## src/vaud_pkg.sv

```systemverilog
package vaud_pkg;

   // Stream and result field widths.
   localparam int unsigned BYTE_W = 8;
   localparam int unsigned LIMIT_W = 25;
   localparam int unsigned HDR_LEN_W = 24;

   // Configuration port geometry.
   localparam int unsigned CSR_ADDR_W = 3;
   localparam int unsigned CSR_DATA_W = 32;

   // Register index, taken from the word address bits of paddr.
   localparam logic [CSR_ADDR_W-3:0] REG_MAX_FRAME_LENGTH = 1'b0;

   // Reset value of the frame length limit: 16 MiB.
   localparam logic [LIMIT_W-1:0] LIMIT_RESET = 25'h100_0000;

   // Access-unit delimiter, oldest byte first.
   localparam int unsigned DELIM_LEN = 5;
   localparam logic [BYTE_W-1:0] DELIM_PAT [DELIM_LEN] = '{8'h00, 8'h00, 8'h00, 8'h01, 8'h09};

   // Number of magic bytes that open a length-prefixed connection.
   localparam int unsigned MAGIC_LEN = 8;

   typedef enum logic {
      CMD_DATA    = 1'b0,
      CMD_RESTART = 1'b1
   } cmd_type;

   typedef enum logic {
      KIND_PAYLOAD = 1'b0,
      KIND_NOTICE  = 1'b1
   } kind_type;

   // Connection magic "XRCAM1" followed by two zero bytes.
   function automatic logic [BYTE_W-1:0] magic_byte(input logic [2:0] idx);
      logic [BYTE_W-1:0] val;
      case (idx)
         3'd0: val = 8'h58;
         3'd1: val = 8'h52;
         3'd2: val = 8'h43;
         3'd3: val = 8'h41;
         3'd4: val = 8'h4D;
         3'd5: val = 8'h31;
         default: val = 8'h00;   // the two trailing zero bytes
      endcase
      return val;
   endfunction

endpackage

```

## src/vaud_req_if.sv

```systemverilog
interface vaud_req_if;
   logic                           valid;
   logic                           ready;
   logic                           cmd;
   logic [vaud_pkg::BYTE_W-1:0]    in_byte;

   modport source (output valid, output cmd, output in_byte, input ready);
   modport sink   (input valid, input cmd, input in_byte, output ready);
endinterface

```

## src/vaud_rsp_if.sv

```systemverilog
interface vaud_rsp_if;
   logic                           valid;
   logic                           ready;
   logic                           result_kind;
   logic [vaud_pkg::BYTE_W-1:0]    out_byte;
   logic                           frame_last;
   logic                           run_last;

   modport source (output valid, output result_kind, output out_byte, output frame_last,
                   output run_last, input ready);
   modport sink   (input valid, input result_kind, input out_byte, input frame_last,
                   input run_last, output ready);
endinterface

```

## src/video_access_unit_deframer_unit.sv

```systemverilog
// Access-unit deframer for a received video byte stream.
// The req_ch channel carries one transfer per stream byte (cmd = 0) or a
// new-connection marker (cmd = 1). The rsp_ch channel carries at most one
// transfer per input transfer: a payload byte with its end-of-unit mark, or
// a bad-length notice. run_last is high on every result transfer.
// The first bytes of a connection are compared with the magic. On a full
// match the stream is parsed as 4-byte big-endian lengths followed by
// payload; otherwise it is cut at access-unit delimiters through a five-byte
// delay line, which is preloaded from the magic constant at the mismatch.
// An input transfer is registered and its result is offered from the output
// register. One transfer per cycle is sustained unless rsp_ch stalls; the
// rate is set by the single pass from the input register through the parser
// into the output register. A held result does not block an empty input
// register: one more item is taken while the receiver stalls, after which
// req_ch.ready drops until rsp_ch moves again. Synchronous reset empties both
// registers, returns the parser to the magic search and sets max_frame_length
// to 16 MiB. The APB-style csr port holds max_frame_length at byte address 0;
// writes take effect for items processed after them and must be issued while
// the block is idle.
module video_access_unit_deframer_unit (
   input  logic                                 clock,
   input  logic                                 reset,
   vaud_req_if.sink                             req_ch,
   vaud_rsp_if.source                           rsp_ch,
   input  logic                                 csr_psel,
   input  logic                                 csr_penable,
   input  logic                                 csr_pwrite,
   input  logic [vaud_pkg::CSR_ADDR_W-1:0]      csr_paddr,
   input  logic [vaud_pkg::CSR_DATA_W-1:0]      csr_pwdata,
   output logic [vaud_pkg::CSR_DATA_W-1:0]      csr_prdata,
   output logic                                 csr_pready
);

   localparam int unsigned BW = vaud_pkg::BYTE_W;
   localparam int unsigned LW = vaud_pkg::LIMIT_W;
   localparam int unsigned HW = vaud_pkg::HDR_LEN_W;
   localparam int unsigned WD = vaud_pkg::DELIM_LEN;

   // Framing mode of the current connection.
   typedef enum logic [1:0] {
      MODE_HUNT       = 2'd0,
      MODE_LENGTH     = 2'd1,
      MODE_START_CODE = 2'd2
   } mode_type;

   // Configuration register.
   logic [LW-1:0]       max_len_ff;
   logic                csr_sel_reg;

   // Input register.
   logic                s1_valid_ff;
   logic                s1_cmd_ff;
   logic [BW-1:0]       s1_byte_ff;

   // Parser state and its next values.
   mode_type            mode_ff, mode_in;
   logic [2:0]          magic_cnt_ff, magic_cnt_in;
   logic [2:0]          hdr_cnt_ff, hdr_cnt_in;
   logic [HW-1:0]       len_ff, len_in;
   logic [LW-1:0]       left_ff, left_in;
   logic [BW-1:0]       win_ff [WD];
   logic [BW-1:0]       win_in [WD];
   logic [2:0]          fill_ff, fill_in;
   logic                in_frame_ff, in_frame_in;

   // Output register.
   logic                rsp_valid_ff;
   logic                kind_ff, kind_in;
   logic [BW-1:0]       obyte_ff, obyte_in;
   logic                olast_ff, olast_in;
   logic                emit;

   // Pipeline control.
   logic                out_free;
   logic                step;

   // Working values of the parser.
   logic [31:0]         full_len;
   logic [LW-1:0]       left_dec;
   logic [BW-1:0]       shifted [WD];
   logic                delim_hit;

   assign out_free     = !rsp_valid_ff || rsp_ch.ready;
   assign step         = s1_valid_ff && out_free;
   assign req_ch.ready = !s1_valid_ff || out_free;

   assign rsp_ch.valid       = rsp_valid_ff;
   assign rsp_ch.result_kind = kind_ff;
   assign rsp_ch.out_byte    = obyte_ff;
   assign rsp_ch.frame_last  = olast_ff;
   // Every input causes at most one result, so each result closes its run.
   assign rsp_ch.run_last    = 1'b1;

   // Configuration port.
   assign csr_sel_reg = (csr_paddr[vaud_pkg::CSR_ADDR_W-1:2] == vaud_pkg::REG_MAX_FRAME_LENGTH);
   assign csr_pready  = 1'b1;
   assign csr_prdata  = csr_sel_reg ? {(vaud_pkg::CSR_DATA_W - LW)'(0), max_len_ff}
                                    : '0;

   always_ff @(posedge clock) begin
      if (reset) begin
         max_len_ff <= vaud_pkg::LIMIT_RESET;
      end else if (csr_psel && csr_penable && csr_pwrite && csr_pready && csr_sel_reg) begin
         max_len_ff <= csr_pwdata[LW-1:0];
      end
   end

   // Input register.
   always_ff @(posedge clock) begin
      if (reset) begin
         s1_valid_ff <= 1'b0;
      end else if (req_ch.ready) begin
         s1_valid_ff <= req_ch.valid;
      end
      if (req_ch.ready && req_ch.valid) begin
         s1_cmd_ff  <= req_ch.cmd;
         s1_byte_ff <= req_ch.in_byte;
      end
   end

   // Delay line after the current byte is shifted in, and the delimiter test.
   always_comb begin
      for (int k = 0; k < WD - 1; k++) begin
         shifted[k] = win_ff[k+1];
      end
      shifted[WD-1] = s1_byte_ff;
      delim_hit = (fill_ff >= 3'(WD - 1));
      for (int k = 0; k < WD; k++) begin
         if (shifted[k] != vaud_pkg::DELIM_PAT[k]) begin
            delim_hit = 1'b0;
         end
      end
   end

   assign full_len = {len_ff, s1_byte_ff};
   assign left_dec = (left_ff == '0) ? '0 : left_ff - 1'b1;

   always_comb begin
      mode_in      = mode_ff;
      magic_cnt_in = magic_cnt_ff;
      hdr_cnt_in   = hdr_cnt_ff;
      len_in       = len_ff;
      left_in      = left_ff;
      win_in       = win_ff;
      fill_in      = fill_ff;
      in_frame_in  = in_frame_ff;
      emit         = 1'b0;
      kind_in      = vaud_pkg::KIND_PAYLOAD;
      obyte_in     = '0;
      olast_in     = 1'b0;

      if (s1_cmd_ff == vaud_pkg::CMD_RESTART) begin
         // A new connection abandons any open unit without a result.
         mode_in      = MODE_HUNT;
         magic_cnt_in = '0;
         hdr_cnt_in   = '0;
         len_in       = '0;
         left_in      = '0;
         fill_in      = '0;
         in_frame_in  = 1'b0;
      end else begin
         case (mode_ff)
            MODE_HUNT: begin
               if (s1_byte_ff == vaud_pkg::magic_byte(magic_cnt_ff)) begin
                  if (magic_cnt_ff == 3'(vaud_pkg::MAGIC_LEN - 1)) begin
                     mode_in    = MODE_LENGTH;
                     hdr_cnt_in = '0;
                     len_in     = '0;
                  end else begin
                     magic_cnt_in = magic_cnt_ff + 1'b1;
                  end
               end else begin
                  // Replay the matched magic prefix and this byte into the
                  // delay line. No delimiter can form from them, so the
                  // replay yields no result and only loads the window.
                  mode_in = MODE_START_CODE;
                  win_in[WD-1] = s1_byte_ff;
                  for (int j = 1; j < WD; j++) begin
                     if (magic_cnt_ff >= 3'(j)) begin
                        win_in[WD-1-j] = vaud_pkg::magic_byte(magic_cnt_ff - 3'(j));
                     end
                  end
                  fill_in = (magic_cnt_ff >= 3'(WD - 1)) ? 3'(WD) : magic_cnt_ff + 1'b1;
               end
            end
            MODE_LENGTH: begin
               if (hdr_cnt_ff < 3'd4) begin
                  hdr_cnt_in = hdr_cnt_ff + 1'b1;
                  len_in     = full_len[HW-1:0];
                  if (hdr_cnt_ff == 3'd3) begin
                     len_in = '0;
                     if (full_len == '0 || full_len > {(32 - LW)'(0), max_len_ff}) begin
                        // Bad declared length: one notice, header restarts.
                        emit       = 1'b1;
                        kind_in    = vaud_pkg::KIND_NOTICE;
                        hdr_cnt_in = '0;
                     end else begin
                        left_in = full_len[LW-1:0];
                     end
                  end
               end else begin
                  emit     = 1'b1;
                  obyte_in = s1_byte_ff;
                  olast_in = (left_ff <= LW'(1));
                  left_in  = left_dec;
                  if (left_dec == '0) begin
                     hdr_cnt_in = '0;
                     len_in     = '0;
                  end
               end
            end
            MODE_START_CODE: begin
               win_in  = shifted;
               fill_in = (fill_ff < 3'(WD)) ? fill_ff + 1'b1 : fill_ff;
               if (fill_ff == 3'(WD) && in_frame_ff) begin
                  emit     = 1'b1;
                  obyte_in = win_ff[0];
                  olast_in = delim_hit;
               end
               if (delim_hit) begin
                  in_frame_in = 1'b1;
               end
            end
            default: begin
               // Unreachable mode code: data bytes are ignored.
            end
         endcase
      end
   end

   // Parser state and output register.
   always_ff @(posedge clock) begin
      if (reset) begin
         mode_ff      <= MODE_HUNT;
         magic_cnt_ff <= '0;
         hdr_cnt_ff   <= '0;
         len_ff       <= '0;
         left_ff      <= '0;
         fill_ff      <= '0;
         in_frame_ff  <= 1'b0;
         rsp_valid_ff <= 1'b0;
      end else begin
         if (step) begin
            mode_ff      <= mode_in;
            magic_cnt_ff <= magic_cnt_in;
            hdr_cnt_ff   <= hdr_cnt_in;
            len_ff       <= len_in;
            left_ff      <= left_in;
            fill_ff      <= fill_in;
            in_frame_ff  <= in_frame_in;
         end
         if (out_free) begin
            rsp_valid_ff <= step && emit;
         end
      end
      if (step) begin
         win_ff <= win_in;
      end
      if (step && emit) begin
         kind_ff  <= kind_in;
         obyte_ff <= obyte_in;
         olast_ff <= olast_in;
      end
   end

endmodule

```

## src/flat_wrapper.sv

```systemverilog
// flat-port wrapper written by rule: the top's interface ports become plain ports
module video_access_unit_deframer_unit_flat 
  (clock, reset, csr_psel, csr_penable, csr_pwrite, csr_paddr, csr_pwdata, csr_prdata, csr_pready, req_ch_valid, req_ch_cmd, req_ch_in_byte, req_ch_ready, rsp_ch_valid, rsp_ch_result_kind, rsp_ch_out_byte, rsp_ch_frame_last, rsp_ch_run_last, rsp_ch_ready);
  vaud_req_if req_ch_i ();
  vaud_rsp_if rsp_ch_i ();
  input  logic clock;
  input  logic reset;
  input  logic csr_psel;
  input  logic csr_penable;
  input  logic csr_pwrite;
  input  logic [vaud_pkg::CSR_ADDR_W-1:0] csr_paddr;
  input  logic [vaud_pkg::CSR_DATA_W-1:0] csr_pwdata;
  output logic [vaud_pkg::CSR_DATA_W-1:0] csr_prdata;
  output logic csr_pready;
  input wire logic [$bits(req_ch_i.valid)-1:0] req_ch_valid;
  input wire logic [$bits(req_ch_i.cmd)-1:0] req_ch_cmd;
  input wire logic [$bits(req_ch_i.in_byte)-1:0] req_ch_in_byte;
  output wire logic [$bits(req_ch_i.ready)-1:0] req_ch_ready;
  output wire logic [$bits(rsp_ch_i.valid)-1:0] rsp_ch_valid;
  output wire logic [$bits(rsp_ch_i.result_kind)-1:0] rsp_ch_result_kind;
  output wire logic [$bits(rsp_ch_i.out_byte)-1:0] rsp_ch_out_byte;
  output wire logic [$bits(rsp_ch_i.frame_last)-1:0] rsp_ch_frame_last;
  output wire logic [$bits(rsp_ch_i.run_last)-1:0] rsp_ch_run_last;
  input wire logic [$bits(rsp_ch_i.ready)-1:0] rsp_ch_ready;
  assign req_ch_i.valid = req_ch_valid;
  assign req_ch_i.cmd = req_ch_cmd;
  assign req_ch_i.in_byte = req_ch_in_byte;
  assign req_ch_ready = req_ch_i.ready;
  assign rsp_ch_valid = rsp_ch_i.valid;
  assign rsp_ch_result_kind = rsp_ch_i.result_kind;
  assign rsp_ch_out_byte = rsp_ch_i.out_byte;
  assign rsp_ch_frame_last = rsp_ch_i.frame_last;
  assign rsp_ch_run_last = rsp_ch_i.run_last;
  assign rsp_ch_i.ready = rsp_ch_ready;
  video_access_unit_deframer_unit u_core (.clock(clock), .reset(reset), .req_ch(req_ch_i), .rsp_ch(rsp_ch_i), .csr_psel(csr_psel), .csr_penable(csr_penable), .csr_pwrite(csr_pwrite), .csr_paddr(csr_paddr), .csr_pwdata(csr_pwdata), .csr_prdata(csr_prdata), .csr_pready(csr_pready));
endmodule
```

## config.mk

```make
export PLATFORM = sky130hd
export DESIGN_NAME = video_access_unit_deframer_unit_flat
export DESIGN_NICKNAME = d
export VERILOG_FILES = /design/src/vaud_pkg.sv /design/src/vaud_req_if.sv /design/src/vaud_rsp_if.sv /design/src/video_access_unit_deframer_unit.sv /design/src/flat_wrapper.sv
export SDC_FILE = /design/constraint.sdc
export NUM_CORES = 1
export LEC_CHECK = 0
export CAP_MARGIN = 10
export CORE_MARGIN = 2
export CORE_UTILIZATION = 60
export DETAILED_ROUTE_END_ITERATION = 6
export DONT_BUFFER_PORTS = 1
export GPL_ROUTABILITY_DRIVEN = 0
export PLACE_DENSITY = 0.77
export SYNTH_ARGS = -nofsm -noshare
export SYNTH_HDL_FRONTEND = slang
export SYNTH_SLANG_ARGS = --single-unit
```

## constraint.sdc

```tcl
create_clock -name clock -period 3.68 [get_ports clock]
set_clock_uncertainty 0.1 [all_clocks]
set_input_delay 0.736 -clock clock [delete_from_list [all_inputs] [get_ports clock]]
set_output_delay 0.736 -clock clock [all_outputs]
set_load 0.02 [all_outputs]
```

== Yosys cells after proc, flatten, opt, wreduce, memory -nomap -nowiden ==
Cells that the tools add are included.

* Reduce and logical (&&, ||, !) cells: 44
* Equal/unequal tests: 47
* Add/sub/neg operators: 8
* Bitwise gates (word level): 4
* $lt $le $gt $ge: 9
* Multiplexer cells: 68

{| class="wikitable"
|+ Operators with widths
! operator !! number
|-
| one-hot mux 7 bit (6 select lines) || 5
|-
| 2-to-1 mux 25 bit || 7
|-
| 2-to-1 mux 24 bit || 6
|-
| one-hot mux 40 bit (2 select lines) || 1
|-
| 2-to-1 mux 8 bit || 8
|-
| zero test 25 bit || 2
|-
| one-hot mux 24 bit (2 select lines) || 1
|-
| 2-to-1 mux 3 bit || 15
|-
| 2-to-1 mux 40 bit || 1
|-
| equality test 3 bit, second input constant || 12
|-
| equality test 3 x 2 -> 1 bit, second input constant || 11
|-
| > comparator 32 x 25 -> 1 bit || 1
|-
| zero test 32 bit || 1
|-
| less-or-equal comparator 25 x 1 -> 1 bit, second input constant || 1
|-
| AND reduction 5 bit || 5
|-
| subtractor 25 x 1 -> 25 bit, second input constant || 1
|-
| nonzero test 8 bit || 3
|-
| one-hot mux 8 bit (2 select lines) || 1
|-
| AND reduction 4 bit || 4
|-
| equality test 3 x 1 -> 1 bit, second input constant || 5
|-
| zero test 3 bit || 5
|-
| 2-to-1 mux 1 bit || 15
|-
| inequality test 3 x 2 -> 1 bit, second input constant || 4
|-
| one-hot mux 3 bit (2 select lines) || 2
|-
| other kinds (28) || 63
|}

* Bits of input ports: 51
* Output and inout port bits: 46
* Register bits: 147
* Logic and storage cells: 200

== Depth between registers and ports, before layout ==
* Word-level depth: 9
* Mapped depth: 12

== Worst setup path after synthesis ==
Ideal clock, no wire load.

* Path type: reg2reg
* From: reg u_core.s1_byte_ff[7]
* To: reg u_core.olast_ff, in the netlist u_core.rsp_ch.frame_last (enable)
* Cell stages (with the launch flop): 10
* Clock period less this slack: 3,214 ps
* Setup slack: 466 ps
* Arrival: 2,722 ps
* Path buffers: 0
* Path through: edfxtp_1 ha_1 nand2_1 or4_1 a21oi_1 nand4b_1 nand2_1 a21boi_0 o21ai_0 a21boi_0

* Word-level cells in the longest chain between the ends: 8

{| class="wikitable"
|+ Ends and longest elaborated chain
! item !! RTL line !! text
|-
| from (decl) || video_access_unit_deframer_unit.sv:53 || <nowiki>logic [BW-1:0] s1_byte_ff;</nowiki>
|-
| from (signal assigned) || video_access_unit_deframer_unit.sv:117 || <nowiki>s1_byte_ff <= req_ch.in_byte;</nowiki>
|-
| > comparator 32 x 25 -> 1 bit / zero test 32 bit (equally long branches) || video_access_unit_deframer_unit.sv:192 || <nowiki>if (full_len == '0 || full_len > {(32 - LW)'(0), max_len_ff}) begin</nowiki>
|-
| logical OR 1 bit (*) || video_access_unit_deframer_unit.sv:192 ||
|-
| 2-to-1 mux 1 bit (*) || video_access_unit_deframer_unit.sv:192 ||
|-
| 2-to-1 mux 1 bit (*) || video_access_unit_deframer_unit.sv:190 || <nowiki>if (hdr_cnt_ff == 3'd3) begin</nowiki>
|-
| 2-to-1 mux 1 bit (*) || video_access_unit_deframer_unit.sv:187 || <nowiki>if (hdr_cnt_ff < 3'd4) begin</nowiki>
|-
| one-hot mux 1 bit (2 select lines) (*) || video_access_unit_deframer_unit.sv:162 || <nowiki>case (mode_ff)</nowiki>
|-
| 2-to-1 mux 1 bit (*) || video_access_unit_deframer_unit.sv:152 || <nowiki>if (s1_cmd_ff == vaud_pkg::CMD_RESTART) begin</nowiki>
|-
| logical AND 1 bit (*) || video_access_unit_deframer_unit.sv:259 || <nowiki>if (step && emit) begin</nowiki>
|-
| to (signal assigned) || video_access_unit_deframer_unit.sv:262 || <nowiki>olast_ff <= olast_in;</nowiki>
|-
| to (decl) || video_access_unit_deframer_unit.sv:70 || <nowiki>logic olast_ff, olast_in;</nowiki>
|}

Mark *: on every way between the ends. The rest lies on a longest branch, timed or not.
A chain may end at the register's enable or synchronous reset.

== Worst setup path in the final report ==
* From: reg u_core.len_ff[15]
* To: reg u_core.left_ff[13]

* Word-level cells in the longest chain between the ends: 4

{| class="wikitable"
|+ Ends and longest elaborated chain
! item !! RTL line !! text
|-
| from (decl) || video_access_unit_deframer_unit.sv:59 || <nowiki>logic [HW-1:0] len_ff, len_in;</nowiki>
|-
| from (signal assigned) || video_access_unit_deframer_unit.sv:247 || <nowiki>len_ff <= len_in;</nowiki>
|-
| > comparator 32 x 25 -> 1 bit / zero test 32 bit (equally long branches) || video_access_unit_deframer_unit.sv:192 ||
|-
| logical OR 1 bit (*) || video_access_unit_deframer_unit.sv:192 ||
|-
| inequality test 3 x 2 -> 1 bit (no source line) (*) || n/a ||
|-
| AND reduction 4 bit (no source line) (*) || n/a ||
|-
| to (signal assigned) || video_access_unit_deframer_unit.sv:248 || <nowiki>left_ff <= left_in;</nowiki>
|-
| to (decl) || video_access_unit_deframer_unit.sv:60 || <nowiki>logic [LW-1:0] left_ff, left_in;</nowiki>
|}

Marks and branches as above.

==> run_results.csv <==
group,metric,value,unit
finish,design_area,9050,um2
logic_synthesis,synth_common_cells,"nand2_1, nor2_1, dfxtp_1",
setup_path,crit_chain,"ha_1, and3_1, a22o_1, a2111oi_0, buf_4, nand4b_1, a21oi_1, o221ai_2, buf_4, or3_1, a21oi_1",
global_routing,grt_max_degree,64,
floorplanning,ioPinCount,97,
sta,max_freq,300,MHz
logic_synthesis,ys_top_cells_by_area,"edfxtp_1, dfxtp_1, nand2_1, ha_1, a21oi_1",
clock_network,cts_tree,"yes",
finish,layout.nets,1050,
logic_synthesis,yosysMostFrequentCell,"nand2_1",
min_path,hp-start,"reset",
setup_path,rr_worst_depth,11,
setup_path,r2r-start,"u_core.len_ff[15]$_SDFFE_PP0P_",
global_routing,gr-usage-all-layers,27.6,%
finish,num-fill-cells,1153,
global_routing,first_global_vias,6232,
sta,rsz0062_at_grt,"no",
setup_path,path_class,"reg2reg",
detailed_routing,vias,6918,
sta,worstMarginPinSlew,0.943,ns
min_path,hold_end,"u_core.left_ff[16]$_SDFFE_PP0P_",
clock_network,clkTransAtPathRegs,0.06,ns
clock_network,clk_latency,0.44,ns
clock_network,cts_root_buffer,"clkbuf_16",
logic_synthesis,syn-cell-area,8350,um2
global_routing,antenna_found_initial,0,
placed_design,placed_area,8480,um2
floorplanning,die_y,122,um
clock_network,ctsHtreeMaxLevel,4,
setup_path,start_kind,"flip-flop",
finish,area_delta_synth_final,8.34,%
setup_path,r2r-end,"u_core.left_ff[13]$_SDFFE_PP0P_",
clock_network,post_cts_resized,0,
job,max_cap_violations,0,
logic_synthesis,ys_async_sr_fraction,0,%
logic_synthesis,synth_top_area_cell,"edfxtp_1",
sta,drv_slew,0,
sta,timing.setup.tns,0,ns
logic_synthesis,synth-seq-cells,147,
logic_synthesis,synth_edf_count,59,
clock_network,cts_buffers,17,
setup_path,rrSetupSlack,0.34,ns
detailed_routing,drt_first_iter_violations,501,
power,leakage,0.00339,uW
sta,finalSetupViolations,0,
setup_path,slowest_delay,0.46,ns
detailed_routing,drtPass1Iterations,5,
finish,antennaDiodeCount,0,
detailed_routing,drcViolationCount,0,
setup_path,worst_path_max_delay_cell,"a2111oi_0",
placed_design,portBuffers,0,
status,outcome,"finished, final reports clean",
floorplanning,initial_core_util,60.9,%
floorplanning,die_w,122,um
floorplanning,fp.dieArea,14900,um2
detailed_routing,routed_wl,19800,um
sta,hold_violations,0,
floorplanning,rows,43,
power,vdd_ir_drop_max,0.000335,V
detailed_routing,routedWlPerCell,17.3,um
finish,drive_gt1_share,8.00,%
min_path,min_path_cells,1,
placed_design,dp_hpwl,13700,um
clock_network,cts_num_sinks,147,
logic_synthesis,synth_ff_type,"dfxtp_1",
detailed_routing,viasPerCell,6.05,
setup_path,critPathCaptureType,"flip-flop",
clock_network,cts_buffer_depth,2,
detailed_routing,ant_nets,0,
sta,slew_headroom,36.8,%
clock_network,post_cts_buffers,0,
placed_design,preCtsSetupSlack,0.371,ns
logic_synthesis,ys_warn_count,0,
power,power.density,415,nW/um2
logic_synthesis,ys_seq_area_share,42.3,%
sta,post-route-period-util,90.7,%
setup_path,path_max_fanout,48,
logic_synthesis,avgSynthCellArea,8.62,um2
logic_synthesis,netlist.area_leader.share,21.2,%
finish,multi_input_area,4380,um2
logic_synthesis,ys_types,66,
finish,ff_latch_area,3530,um2
setup_path,cp.arrival,3.60,ns
global_routing,grt_pass1_wl,31800,um
floorplanning,design.core.area,13700,um2
setup_path,cp.required,3.94,ns
logic_synthesis,syn_inst,969,
global_routing,gr-total-overflow,0,
sta,finalWorstSetupSlack,0.343,ns
min_path,hold_class,"in2reg",
clock_network,cts_hold_buf,0,
sta,period_needed,3.34,ns
-- per-layer routing --
| metal | track usage (%) | vias up | share of wire [%] |
|---|---|---|---|
| met1 | 38.9 | 3217 | 46 |
| met4 | 8.48 | 0 | 1.6 |
| met5 | 0 | - | 0 |
| met3 | 7.63 | 34 | 8.9 |
| li1 | - | 3358 | - |
| met2 | 41.3 | 309 | 44 |
-- registers in the layout (all words and copies together) (netlist names), 2 cells and up --
register and flops:
u_core.magic_cnt_ff 3, u_core.len_ff 24, u_core.rsp_ch.out_byte 8, u_core.fill_ff 3
u_core.shifted 32, u_core.mode_ff 2, u_core.win_ff 8, u_core.hdr_cnt_ff 3
u_core.left_ff 25, u_core.max_len_ff 25, u_core.s1_byte_ff 8
-- final cells by class --
| class | instances | area share, % |
|---|---|---|
| inverter | 45 | 1.87 |
| clock buffer | 21 | 5.57 |
| multi-input combinational | 717 | 48.4 |
| clock inverter | 11 | 0.774 |
| sequential | 147 | 39.0 |
| tap | 180 | 2.49 |
| timing repair buffer | 22 | 1.82 |
-- cell families (layout without fill, tap and decap cells) --
kind of cell / Yosys count / count (layout) / share of synthesized area, %
AO/OA/AOI/OAI: 189 / 189 / 14.1
XOR/XNOR: 18 / 18 / 1.89
adder cells (fa/ha/maj): 49 / 49 / 7.34
buffers and inverters: 112 / 99 / 5.68
flip-flops: 147 / 147 / 42.3
multiplexers: 36 / 36 / 4.39
other: 2 / 9 / 0.0899
AND/OR/NAND/NOR: 416 / 416 / 24.2
-- metrics by stage --
step	cells	total power, uW	util (%)	hold WS (ns)
2_1_floorplan	976	2050	-	0.336
3_3_place_gp	1111	2110	61.8	0.335
3_5_place_dp	1111	2120	61.8	0.341
4_1_cts	1143	3760	66.0	0.254
5_1_grt	1143	3870	66.0	0.251
6_report	1143	3760	66.0	0.265
-- layout by cell type (no fill, tap or decap), types with 4 or more instances in the layout --
| cell | n |
|---|---|
| mux2_2 | 5 |
| inv_1 | 45 |
| conb_1 | 9 |
| ha_1 | 49 |
| nor4_1 | 16 |
| clkbuf_16 | 20 |
| nand4_1 | 12 |
| nor3_1 | 24 |
| o31ai_1 | 4 |
| edfxtp_1 | 59 |
| xnor2_1 | 8 |
| a221oi_1 | 6 |
| nand4b_1 | 5 |
| clkinv_2 | 4 |
| buf_4 | 22 |
| dfxtp_1 | 88 |
| a21o_1 | 4 |
| nand2b_1 | 11 |
| nor2_1 | 90 |
| a22oi_1 | 14 |
| xor2_1 | 10 |
| nor2b_1 | 17 |
| a2111oi_0 | 5 |
| nand2_1 | 174 |
| a211oi_1 | 5 |
| o211ai_1 | 7 |
| and2_1 | 8 |
| and3_1 | 5 |
| a21oi_1 | 79 |
| or3_1 | 16 |
| mux2i_1 | 31 |
| o21ai_0 | 33 |
| nand3_1 | 12 |
-- worst max-delay path: cells and delay by family, from the launching register on --
family / cells / cell delay (ns)
AOI/OAI and AO/OA: 5 / 1.16
and+or+nand+nor: 3 / 0.76
buffers and inverters: 2 / 0.50
adders and majority gates: 1 / 0.28
DFF: 1 / 0.45
-- report_power, final --
part,switching [uW],total (uW),leakage [uW],internal (uW)
registers,32.4,1750,0.00124,1720
logic,218,344,0.00187,125
clock network,684,1660,0.000282,979
-- worst max path at each step --
| stage | from | end | slack (ns) | cells past startpoint |
|---|---|---|---|---|
| after detailed placement | u_core.len_ff[15]$_SDFFE_PP0P_ | u_core.left_ff[13]$_SDFFE_PP0P_ | 0.37 | 11 |
| after global routing | u_core.len_ff[15]$_SDFFE_PP0P_ | u_core.left_ff[13]$_SDFFE_PP0P_ | 0.15 | 11 |
| after floorplan | u_core.s1_byte_ff[7]$_DFFE_PP_ | u_core.rsp_ch.frame_last$_SDFFCE_PP0P_ | 0.47 | 9 |
| after CTS | u_core.len_ff[15]$_SDFFE_PP0P_ | u_core.left_ff[13]$_SDFFE_PP0P_ | 0.34 | 11 |
| after global placement | u_core.len_ff[13]$_SDFFE_PP0P_ | u_core.left_ff[18]$_SDFFE_PP0P_ | 0.43 | 11 |
| final | u_core.len_ff[15]$_SDFFE_PP0P_ | u_core.left_ff[13]$_SDFFE_PP0P_ | 0.34 | 11 |
Power figures use the tool's default switching activity.
